`config.mk`:
```
export PLATFORM = sky130hd
export DESIGN_NAME = synth_voice_allocator
export DESIGN_NICKNAME = d
export VERILOG_FILES = /design/src/rtl/core/sva_pkg.sv /design/src/rtl/core/sva_cell.sv /design/src/rtl/core/sva_ring.sv /design/src/rtl/core/synth_voice_allocator.sv
export SDC_FILE = /design/constraint.sdc
export NUM_CORES = 2
export LEC_CHECK = 0
export BUFFER_PORTS_ARGS = -buffer_cell sky130_fd_sc_hd__buf_2
export CELL_PAD_IN_SITES_DETAIL_PLACEMENT = 1
export CELL_PAD_IN_SITES_GLOBAL_PLACEMENT = 2
export CORE_MARGIN = 5
export CORE_UTILIZATION = 25
export CTS_CLUSTER_DIAMETER = 80
export DETAILED_ROUTE_END_ITERATION = 8
export PLACE_DENSITY = 0.55
export SYNTH_ARGS = -nofsm -noshare
export SYNTH_HDL_FRONTEND = slang
export SYNTH_HIERARCHICAL = 1
export SYNTH_SLANG_ARGS = --single-unit
```
`constraint.sdc`:
```
create_clock -name clk -period 13.63 [get_ports clk]
set_clock_uncertainty 0.05 [all_clocks]
set_input_delay 2.726 -clock clk [delete_from_list [all_inputs] [get_ports clk]]
set_output_delay 2.726 -clock clk [all_outputs]
set_load 0.005 [all_outputs]
```
`src/rtl/core/sva_pkg.sv`:
```
// Package: shared types, constants and codes for the voice allocator.
package sva_pkg;
  localparam int unsigned VOICES = 16;
  localparam int unsigned VW = (VOICES > 1) ? $clog2(VOICES) : 1;
  localparam int unsigned CW = $clog2(VOICES + 1);

  localparam logic [2:0] FN_NOTE_ON  = 3'd0;
  localparam logic [2:0] FN_NOTE_OFF = 3'd1;
  localparam logic [2:0] FN_SUSTAIN  = 3'd2;
  localparam logic [2:0] FN_SOST     = 3'd3;
  localparam logic [2:0] FN_ALL_OFF  = 3'd4;
  localparam logic [2:0] FN_PANIC    = 3'd5;
  localparam logic [2:0] FN_ENERGY   = 3'd6;

  localparam logic [1:0] ACT_START = 2'd0;
  localparam logic [1:0] ACT_DAMP  = 2'd1;
  localparam logic [1:0] ACT_OFF   = 2'd2;
  localparam logic [1:0] ACT_RESET = 2'd3;

  localparam logic [1:0] CFG_REL   = 2'd0;
  localparam logic [1:0] CFG_START = 2'd1;
  localparam logic [1:0] CFG_FLOOR = 2'd2;

  localparam logic [24:0] ENERGY_ONE = 25'd16777216;

  // voice record that travels down the ring
  typedef struct packed {
    logic        active;
    logic        down;
    logic        sus;
    logic        latch;
    logic [6:0]  key;
    logic [24:0] energy;
    logic [31:0] stamp;
  } voice_t;

  // per-event command the sequencer applies to the voice at the ring head
  typedef struct packed {
    logic [2:0]  func;
    logic [6:0]  key;
    logic        sdown;
    logic        hold;       // pedal holds releases (current level)
    logic        lift;       // pedal fell below release threshold
    logic        st_held;    // start sustained
    logic [24:0] energy;
    logic        busy;
    logic [24:0] floor_v;
    logic [31:0] stamp;      // new stamp for a start
  } ev_t;

  typedef enum logic [2:0] {
    ST_IDLE, ST_SCAN, ST_PICK, ST_WRITE, ST_DONE
  } state_t;
endpackage

```
`src/rtl/core/sva_cell.sv`:
```
// One ring cell: holds one voice record, passes it to its neighbor on shift.
module sva_cell
  import sva_pkg::*;
(
  input  logic   clk,
  input  logic   rst_n,
  input  logic   shift,
  input  voice_t d_in,
  output voice_t q
);
  voice_t q_r;
  always_ff @(posedge clk) begin
    if (!rst_n) begin
      q_r <= '0;
    end else if (shift) begin
      q_r <= d_in;
    end
  end
  assign q = q_r;
endmodule

```
`src/rtl/core/sva_ring.sv`:
```
// Ring of voice cells; head voice leaves through an update unit each shift.
module sva_ring
  import sva_pkg::*;
(
  input  logic   clk,
  input  logic   rst_n,
  input  logic   shift,
  input  voice_t head_new,
  output voice_t head
);
  voice_t q [VOICES];
  for (genvar i = 0; i < VOICES; i++) begin : g_cell
    voice_t d;
    if (i == VOICES - 1) begin : g_tail
      assign d = head_new;
    end else begin : g_mid
      assign d = q[i+1];
    end
    sva_cell u_cell (.clk(clk), .rst_n(rst_n), .shift(shift), .d_in(d), .q(q[i]));
  end
  assign head = q[0];
endmodule

```
`src/rtl/core/synth_voice_allocator.sv`:
```
// Top level: event sequencer, voice ring and one-deep result register.
// A note on passes through a pick rotation, a write rotation and done before the start
//   word; other events go through one scan rotation and done to the last word.
// The next event is accepted only once the sequencer is back in idle; a scan pass and
//   done stall while a result word waits.
// Reset (rst_n low, synchronous): voices cleared, thresholds 115/128/335.
module synth_voice_allocator
  import sva_pkg::*;
(
  input  logic        clk,
  input  logic        rst_n,
  input  logic        in_valid,
  output logic        in_ready,
  input  logic [2:0]  in_func,
  input  logic [6:0]  in_key,
  input  logic [6:0]  in_strike,
  input  logic [7:0]  in_pedal_value,
  input  logic        in_sost_down,
  input  logic [3:0]  in_voice_sel,
  input  logic [24:0] in_energy_in,
  input  logic        in_hammer_busy,
  input  logic        cfg_valid,
  output logic        cfg_ready,
  input  logic [1:0]  cfg_index,
  input  logic [24:0] cfg_data,
  output logic        out_valid,
  input  logic        out_ready,
  output logic [1:0]  out_action,
  output logic [3:0]  out_voice_out,
  output logic [6:0]  out_key_out,
  output logic [6:0]  out_strike_out,
  output logic        out_start_held,
  output logic        out_last
);
  // config registers
  logic [7:0]  rel_th_r, st_th_r;
  logic [24:0] floor_r;
  assign cfg_ready = 1'b1;
  always_ff @(posedge clk) begin
    if (!rst_n) begin
      rel_th_r <= 8'd115;
      st_th_r  <= 8'd128;
      floor_r  <= 25'd335;
    end else if (cfg_valid) begin
      unique case (cfg_index)
        CFG_REL:   rel_th_r <= cfg_data[7:0];
        CFG_START: st_th_r  <= cfg_data[7:0];
        CFG_FLOOR: floor_r  <= cfg_data;
        default:   ;
      endcase
    end
  end

  state_t      st_r, st_nxt;
  logic [CW-1:0] cnt_r, cnt_nxt;       // cells rotated in this pass
  logic [1:0]  cls_r, cls_nxt;         // pick class: 0 same key,1 free,2 released,3 oldest
  logic [VW-1:0] best_r, best_nxt;
  logic [31:0] bval_r, bval_nxt;       // best energy or age
  logic        bok_r, bok_nxt;
  logic [31:0] stamp_cnt_r, stamp_cnt_nxt;
  logic [7:0]  pedal_r, pedal_nxt;
  ev_t         ev_r, ev_nxt;
  logic [6:0]  strike_r, strike_nxt;
  logic [3:0]  sel_r, sel_nxt;
  logic        sel_ok_r, sel_ok_nxt;
  // pending result (held until the next one or pass end decides last)
  logic        pv_r, pv_nxt;
  logic [1:0]  pa_r, pa_nxt;
  logic [3:0]  pvo_r, pvo_nxt;
  logic        ph_r, ph_nxt;
  // output register
  logic        ov_r, ov_nxt;
  logic [1:0]  oa_r, oa_nxt;
  logic [3:0]  ovo_r, ovo_nxt;
  logic [6:0]  ok_r, ok_nxt, os_r, os_nxt;
  logic        oh_r, oh_nxt, ol_r, ol_nxt;

  logic   shift;
  voice_t head, head_new;
  sva_ring u_ring (.clk(clk), .rst_n(rst_n), .shift(shift), .head_new(head_new),
                   .head(head));

  logic [VW-1:0] idx;
  logic [31:0]   age;
  logic          emit;
  logic [1:0]    emit_act;
  logic          emit_held;
  logic          out_free;
  logic          hold_now;

  always_comb begin
    st_nxt = st_r; cnt_nxt = cnt_r; cls_nxt = cls_r; best_nxt = best_r;
    bval_nxt = bval_r; bok_nxt = bok_r; stamp_cnt_nxt = stamp_cnt_r;
    pedal_nxt = pedal_r; ev_nxt = ev_r; strike_nxt = strike_r; sel_nxt = sel_r;
    sel_ok_nxt = sel_ok_r;
    pv_nxt = pv_r; pa_nxt = pa_r; pvo_nxt = pvo_r; ph_nxt = ph_r;
    ov_nxt = ov_r; oa_nxt = oa_r; ovo_nxt = ovo_r; ok_nxt = ok_r; os_nxt = os_r;
    oh_nxt = oh_r; ol_nxt = ol_r;
    shift = 1'b0; head_new = head; emit = 1'b0; emit_act = ACT_DAMP; emit_held = 1'b0;
    in_ready = 1'b0;
    idx = cnt_r[VW-1:0];
    age = ev_r.stamp - 32'd1 - head.stamp;
    hold_now = (pedal_r >= rel_th_r);
    if (ov_r && out_ready) ov_nxt = 1'b0;
    out_free = !ov_r || out_ready;

    unique case (st_r)
      ST_IDLE: begin
        in_ready = 1'b1;
        if (in_valid) begin
          ev_nxt.func = in_func; ev_nxt.key = in_key; ev_nxt.sdown = in_sost_down;
          ev_nxt.energy = in_energy_in; ev_nxt.busy = in_hammer_busy;
          ev_nxt.floor_v = floor_r;
          ev_nxt.hold = hold_now;
          ev_nxt.lift = 1'b0;
          ev_nxt.st_held = (pedal_r >= st_th_r);
          ev_nxt.stamp = stamp_cnt_r + 32'd1;
          strike_nxt = in_strike; sel_nxt = in_voice_sel;
          sel_ok_nxt = ({1'b0, in_voice_sel} < 5'(VOICES));
          cnt_nxt = '0; cls_nxt = 2'd3; best_nxt = '0; bval_nxt = '0; bok_nxt = 1'b0;
          pv_nxt = 1'b0;
          if (in_func == FN_SUSTAIN) begin
            pedal_nxt = in_pedal_value;
            ev_nxt.lift = hold_now && (in_pedal_value < rel_th_r);
            ev_nxt.hold = (in_pedal_value >= rel_th_r);
          end
          if (in_func == FN_NOTE_ON && in_strike != 7'd0) begin
            st_nxt = ST_PICK;
          end else if (in_func == FN_NOTE_ON) begin
            ev_nxt.func = FN_NOTE_OFF; st_nxt = ST_SCAN;
          end else if (in_func == FN_PANIC) begin
            ev_nxt.func = FN_PANIC; st_nxt = ST_SCAN;
            pv_nxt = 1'b1; pa_nxt = ACT_RESET; pvo_nxt = '0; ph_nxt = 1'b0;
          end else begin
            st_nxt = ST_SCAN;
          end
        end
      end
      ST_PICK: begin
        // one rotation, tracking best candidate in priority class order
        shift = 1'b1;
        if (head.active && head.key == ev_r.key) begin
          if (cls_r != 2'd0) begin cls_nxt = 2'd0; best_nxt = idx; end
        end else if (!head.active) begin
          if (cls_r > 2'd1) begin cls_nxt = 2'd1; best_nxt = idx; end
        end else if (!head.down) begin
          if (cls_r == 2'd3) begin
            cls_nxt = 2'd2; best_nxt = idx; bval_nxt = {7'd0, head.energy};
          end else if (cls_r == 2'd2 && {7'd0, head.energy} < bval_r) begin
            best_nxt = idx; bval_nxt = {7'd0, head.energy};
          end
        end else if (cls_r == 2'd3) begin
          if (!bok_r || age > bval_r) begin
            best_nxt = idx; bval_nxt = age; bok_nxt = 1'b1;
          end
        end
        cnt_nxt = cnt_r + 1'b1;
        if (cnt_r == CW'(VOICES - 1)) begin cnt_nxt = '0; st_nxt = ST_WRITE; end
      end
      ST_WRITE: begin
        shift = 1'b1;
        if (idx == best_r) begin
          head_new.key = ev_r.key; head_new.down = 1'b1; head_new.latch = 1'b0;
          head_new.active = 1'b1; head_new.energy = ENERGY_ONE;
          head_new.stamp = ev_r.stamp; head_new.sus = ev_r.st_held;
        end
        cnt_nxt = cnt_r + 1'b1;
        if (cnt_r == CW'(VOICES - 1)) begin
          stamp_cnt_nxt = ev_r.stamp;
          pv_nxt = 1'b1; pa_nxt = ACT_START; pvo_nxt = 4'(best_r); ph_nxt = ev_r.st_held;
          st_nxt = ST_DONE;
        end
      end
      ST_SCAN: begin
        // stall whole pass while a pending result can't move forward
        if (!(pv_r && !out_free)) begin
          shift = 1'b1;
          unique case (ev_r.func)
            FN_NOTE_OFF, FN_ALL_OFF: begin
              if (head.active && head.down &&
                  (ev_r.func == FN_ALL_OFF || head.key == ev_r.key)) begin
                head_new.down = 1'b0;
                if (ev_r.hold || head.latch) head_new.sus = 1'b1;
                else begin head_new.sus = 1'b0; emit = 1'b1; end
              end
            end
            FN_SUSTAIN: begin
              if (ev_r.lift && head.active && !head.down && !head.latch) begin
                head_new.sus = 1'b0; emit = 1'b1;
              end
            end
            FN_SOST: begin
              if (ev_r.sdown) begin
                if (head.active && head.down) head_new.latch = 1'b1;
              end else if (head.latch) begin
                head_new.latch = 1'b0;
                if (!head.down && !ev_r.hold && head.active) begin
                  head_new.sus = 1'b0; emit = 1'b1;
                end
              end
            end
            FN_PANIC: begin
              head_new.active = 1'b0; head_new.down = 1'b0; head_new.sus = 1'b0;
              head_new.latch = 1'b0; head_new.energy = '0;
            end
            FN_ENERGY: begin
              if (sel_ok_r && idx == sel_r[VW-1:0] && head.active) begin
                head_new.energy = ev_r.energy;
                if (!head.down && !ev_r.busy && ev_r.energy < ev_r.floor_v) begin
                  head_new.active = 1'b0; head_new.sus = 1'b0; head_new.latch = 1'b0;
                  emit = 1'b1; emit_act = ACT_OFF;
                end
              end
            end
            default: ;
          endcase
          if (emit) begin
            if (pv_r) begin
              ov_nxt = 1'b1; oa_nxt = pa_r; ovo_nxt = pvo_r; ok_nxt = '0; os_nxt = '0;
              oh_nxt = 1'b0; ol_nxt = 1'b0;
            end
            pv_nxt = 1'b1; pa_nxt = emit_act; pvo_nxt = 4'(idx); ph_nxt = emit_held;
          end
          cnt_nxt = cnt_r + 1'b1;
          if (cnt_r == CW'(VOICES - 1)) begin cnt_nxt = '0; st_nxt = ST_DONE; end
        end
      end
      ST_DONE: begin
        if (!pv_r) st_nxt = ST_IDLE;
        else if (out_free) begin
          ov_nxt = 1'b1; oa_nxt = pa_r; ovo_nxt = pvo_r; ol_nxt = 1'b1;
          oh_nxt = ph_r;
          ok_nxt = (pa_r == ACT_START) ? ev_r.key : 7'd0;
          os_nxt = (pa_r == ACT_START) ? strike_r : 7'd0;
          pv_nxt = 1'b0; st_nxt = ST_IDLE;
        end
      end
      default: st_nxt = ST_IDLE;
    endcase
  end

  always_ff @(posedge clk) begin
    if (!rst_n) begin
      st_r <= ST_IDLE; cnt_r <= '0; stamp_cnt_r <= '0; pedal_r <= '0;
      pv_r <= 1'b0; ov_r <= 1'b0;
    end else begin
      st_r <= st_nxt; cnt_r <= cnt_nxt; stamp_cnt_r <= stamp_cnt_nxt;
      pedal_r <= pedal_nxt; pv_r <= pv_nxt; ov_r <= ov_nxt;
    end
  end
  always_ff @(posedge clk) begin
    cls_r <= cls_nxt; best_r <= best_nxt; bval_r <= bval_nxt; bok_r <= bok_nxt;
    ev_r <= ev_nxt; strike_r <= strike_nxt; sel_r <= sel_nxt; sel_ok_r <= sel_ok_nxt;
    pa_r <= pa_nxt; pvo_r <= pvo_nxt; ph_r <= ph_nxt;
    oa_r <= oa_nxt; ovo_r <= ovo_nxt; ok_r <= ok_nxt; os_r <= os_nxt;
    oh_r <= oh_nxt; ol_r <= ol_nxt;
  end

  assign out_valid = ov_r;
  assign out_action = oa_r;
  assign out_voice_out = ovo_r;
  assign out_key_out = ok_r;
  assign out_strike_out = os_r;
  assign out_start_held = oh_r;
  assign out_last = ol_r;
endmodule

```
Yosys cells after proc, flatten, opt, wreduce, memory -nomap -nowiden
Cells that the tools add are included.
{ "totals": {"ff_bits": 1355, "input_bits": 88, "out_inout_bits": 25, "elab_cells": 426} }
{ "classes": {"addsub": 4, "magnitude_cmp": 8, "n_eq_ne": 47, "muxes": 166, "reduce_logical": 55} }
{ "op_table": {"columns": ["cell", "count"], "rows": [
  ["$mux W32", 9],
  ["$pmux W25 S2", 2],
  ["$mux W4", 23],
  ["$mux W7", 10],
  ["$mux W68", 1],
  ["$pmux W32 S2", 1],
  ["$mux W2", 28],
  ["$mux W1", 55],
  ["$mux W25", 2],
  ["$add A32 B1 Y32 const B", 1],
  ["$gt A32 B32 Y1", 1],
  ["$lt A25 B32 Y1", 1],
  ["$sub A32 B1 Y32 const B", 1],
  ["$sub A32 B32 Y32", 1],
  ["$ne A2 B2 Y1 const B", 14],
  ["$pmux W7 S2", 2],
  ["$mux W3", 9],
  ["$lt A25 B25 Y1", 1],
  ["$ge A8 B8 Y1", 3],
  ["$pmux W4 S2", 3],
  ["$reduce_and A7 Y1", 3],
  ["$pmux W5 S4", 1],
  ["$logic_and A1 B1 Y1", 16],
  ["$eq A3 B2 Y1 const B", 5],
  ["other kinds (39)", 87]
]} }

Depth between registers and ports, before layout
{ "depth": {"depth_word": 12, "ltp_mapped": 19, "ltp_nobuf": 19} }

Hierarchy
Netlist, hierarchy kept.
{ "by_module_without_submodules": {"columns": ["mod", "n_inst", "cells_each", "area_each_um2", "seq_area_each_um2"], "rows": [
  ["sva_cell", 16, 219, 2587.5, 1361.3],
  ["synth_voice_allocator", 1, 1603, 15621.2, 7106.8]
]} }

Least setup slack after synthesis
No wires, ideal clock.
{ "synth_timing": {"path_kind": "reg2reg", "start": "register ev_r[0] (netlist name)", "end": "register bval_r[0] (enable)", "setup_ps": 595, "t_arrival_ps": 8787, "t_required_ps": 12985, "setup_slack_ps": 4199, "stages_incl_launch_ff": 16, "n_path_buf": 0, "synth_period_minus_slack_ps": 9431, "path_cell_list": "edfxtp_1 > ha_1 > fa_1 > a211oi_1 > o21a_1 > a21oi_4 > a2111oi_4 > o21ai_0 > a211o_1 > and2_1 > ha_1 > nand4_1 > or4_1 > a21oi_1 > o21bai_1 > a2111oi_0"} }
{ "synth_via": {"elab_chain_cells": 6} }
{ "synth_lines": {"columns": ["item", "line_no", "text"], "rows": [
  ["start: declaration", "synth_voice_allocator.sv:62", "ev_t ev_r, ev_nxt;"],
  ["start signal: assignment", "synth_voice_allocator.sv:253", "ev_r <= ev_nxt; strike_r <= strike_nxt; sel_r <= sel_nxt; sel_ok_r <= sel_ok_nxt;"],
  ["$sub A32 B1 Y32", "synth_voice_allocator.sv:102", "age = ev_r.stamp - 32'd1 - head.stamp;"],
  ["$sub A32 B32 Y32", "synth_voice_allocator.sv:102", null],
  ["$gt A32 B32 Y1", "synth_voice_allocator.sv:153", "if (!bok_r || age > bval_r) begin"],
  ["$logic_or A1 B1 Y1", "synth_voice_allocator.sv:153", null],
  ["$ne A3 B3 Y1 (no line)", null, null],
  ["$reduce_and A7 Y1 (no line)", null, null],
  ["end signal: assignment", "synth_voice_allocator.sv:252", "cls_r <= cls_nxt; best_r <= best_nxt; bval_r <= bval_nxt; bok_r <= bok_nxt;"],
  ["end: declaration", "synth_voice_allocator.sv:58", "logic [31:0] bval_r, bval_nxt;"]
]} }
Every way passes these cells.
A chain may end at the register's enable or synchronous reset.

Worst setup path in the final report
{ "layout_timing": {"start": "input port out_ready", "end": "register u_ring.g_cell[12].u_cell.q_r (netlist bit u_ring/g_cell[12].u_cell/q[8])"} }
{ "layout_via": {"elab_chain_cells": 5} }
{ "layout_lines": {"columns": ["item", "line_no", "text"], "rows": [
  ["start: declaration", "synth_voice_allocator.sv:27", "input logic out_ready,"],
  ["$logic_or A1 B1 Y1", "synth_voice_allocator.sv:105", "out_free = !ov_r || out_ready;"],
  ["$logic_not A1 Y1", "synth_voice_allocator.sv:176", "if (!(pv_r && !out_free)) begin"],
  ["$logic_and A1 B1 Y1", "synth_voice_allocator.sv:176", null],
  ["$mux W1", "synth_voice_allocator.sv:176", null],
  ["$pmux W1 S2", "synth_voice_allocator.sv:107", "unique case (st_r)"],
  ["net shift", "synth_voice_allocator.sv:78", "logic shift;"],
  ["end signal: assignment", "sva_cell.sv:16", "q_r <= d_in;"],
  ["end: declaration", "sva_cell.sv:11", "voice_t q_r;"]
]} }
The timed path passes the listed nets, and every way through them passes these cells.

==> results.json <==
{
  "avgViaCountPerCell": 4.154,
  "rrSetupSlack_ns": 7.64,
  "io_buffers": 111,
  "antenna_found_initial": 2,
  "grt_pass1_wl_um": 197600,
  "dp_hpwl_um": 75310,
  "final_cell_mix": "dfxtp_1, mux2i_1, nor2b_1, nand2_1, edfxtp_1",
  "nNetsFinal": 5279,
  "path_class": "in -> reg",
  "syn_to_final_growth_pct": 13.99,
  "critPathLaunchType": "input port",
  "place_worst_setup_slack_ns": 6.671,
  "cts_resized": 0,
  "finalSetupViolCount": 0,
  "timing.final.ws_setup_ns": 7.470,
  "dieArea_um2": 234900,
  "max_freq_mhz": 162.3,
  "layout_commonest_cell": "dfxtp_1",
  "cts_sinks": 1339,
  "syn-num-nets": 5268,
  "endpoint": "u_ring/g_cell[12].u_cell/q[8]",
  "postCtsSetupBuffers": 0,
  "maxSlewHeadroom": 0.2693,
  "grt_overflow_total": 0,
  "met2_usage": 0.1598,
  "clk_pin_slew_ns": 0.06,
  "drv_cap": 0,
  "finalNonFillerCells": 8171,
  "p_leak_nw": 22.32,
  "tightest_slew_ns": 1.096,
  "synth_cells": 5040,
  "syn_area_um2": 56330,
  "worstReg2RegEnd": "bval_r[8]",
  "rsz0062_at_grt": "no",
  "place_congestion": 0.7350,
  "wl_per_cell_um": 14.86,
  "critical_path.max_stage_delay_ns": 0.87,
  "min_period_ns": 6.160,
  "postCtsHoldBufs": 0,
  "drc": 0,
  "path_cells": "buf_2, nor2b_1, nand2_1, a21oi_1, nor2_4, buf_4, buf_4, buf_4, mux2i_1, nor2b_1",
  "cp_data_required_time_ns": 14.22,
  "syn_area_per_cell_um2": 11.18,
  "grtUsageMet1": 0.1411,
  "num_rows": 174,
  "cp-startpoint": "out_ready",
  "drtPass1Iterations": 5,
  "critPathArrivalTime_ns": 6.75,
  "finalCritPeriodShare": 0.4520,
  "io_pins": 113,
  "grt_pass1_vias": 35150,
  "worst_path_most_repeated_cell": "buf_4",
  "cts_tree": "yes",
  "r2r-start": "ev_r[6]",
  "groute.layer.met3.usage": 0.02024,
  "drtIter0Drc": 1416,
  "vias": 33950,
  "end_kind": "register",
  "hold_class": "reg -> reg",
  "final_max_slew_viol_count": 0,
  "final.setup.tns_ns": 0,
  "dp_cells": 7882,
  "grt_max_degree": 262,
  "clock_latency_ns": 0.78,
  "reg2regPathDepth": 16,
  "numCtsBuffers": 159,
  "grt_busiest_layer": "met2",
  "drive_gt1_frac": 0.08076,
  "die_h_um": 484.7,
  "cts-htree-levels": 4,
  "core_um2": 224500,
  "synth_warnings": 6,
  "critPathSlowestCell": "buf_4",
  "power.density_nw_per_um2": 144.7,
  "fp.dieW_um": 484.7,
  "clk_path_buf_depth": 3,
  "final-hold-violation-count": 0,
  "path_max_fanout": 57,
  "cts_root_buf": "clkbuf_16",
  "start_util": 0.2510,
  "ir_drop_uv": 106.3,
  "routed_wl_um": 121400,
  "antenna_left": 0,
  "grt_usage": 0.1014,
  "outcome": "complete, no violations"
}
cell type report:
type	instances	area, µm²
Tap cell	2992	3744
Multi-Input combinational cell	3273	25180
Fill cell	24760	160200
Antenna cell	3	7.507
Sequential cell	1339	28570
Inverter	130	488.0
Clock buffer	236	4666
Timing Repair Buffer	148	943.4
Clock inverter	50	615.6
stage by stage:
step,power (mW),utilization,cell area [µm²],hold WS [ns]
detailed placement,5.140,0.2625,58920,0.3607
global placement,5.137,0.2625,58920,0.3540
global route,9.741,0.2861,64210,0.3825
finish,9.289,0.2861,64210,0.3631
floorplan,5.025,-,56330,0.3503
CTS,9.522,0.2860,64210,0.3655
critical path: cells and delay by family:
kind | cells | cell delay, ns
buffers and inverters | 4 | 2.34
AND/OR/NAND/NOR | 4 | 1.07
multiplexers | 1 | 0.27
AO/OA/AOI/OAI | 1 | 0.15
state kept, by name, summed over array words and instances, names as in the netlist, 2 cells and up:
name and cells:
u_ring/g_cell.u_cell/q 1072, ev_r 97, bval_r 32, stamp_cnt_r 32, floor_r 25, pedal_r 8
rel_th_r 8, st_th_r 8, out_key_out 7, out_strike_out 7, strike_r 7, cnt_r 5
best_r 4, out_voice_out 4, pvo_r 4, sel_r 4, st_r 3, cls_r 2
out_action 2, pa_r 2
power by group:
| group | leakage, nW | internal, mW | switching [mW] | total, mW |
|---|---|---|---|---|
| Clock | 2.59 | 2.52 | 1.73 | 4.25 |
| Sequential | 11.0 | 4.06 | 0.0430 | 4.10 |
| Combinational | 8.71 | 0.411 | 0.525 | 0.936 |
worst min-delay path by stage:
stage	start	end	slack, ns	depth (start not counted)
after floorplan	pvo_r[0]	out_voice_out[0]	0.35	0
final	pvo_r[3]	out_voice_out[3]	0.36	0
after global routing	pvo_r[1]	out_voice_out[1]	0.38	0
after CTS	pvo_r[2]	out_voice_out[2]	0.37	0
after detailed placement	pvo_r[2]	out_voice_out[2]	0.36	0
after global placement	pvo_r[1]	out_voice_out[1]	0.35	0
per-layer routing:
| layer | up-vias | part of all wire |
|---|---|---|
| li1 | 17110 | - |
| met1 | 16400 | 0.50 |
| met2 | 276 | 0.45 |
| met3 | 161 | 0.030 |
| met4 | 0 | 0.020 |
| met5 | - | 0 |
(Power assumes the default switching activity.)
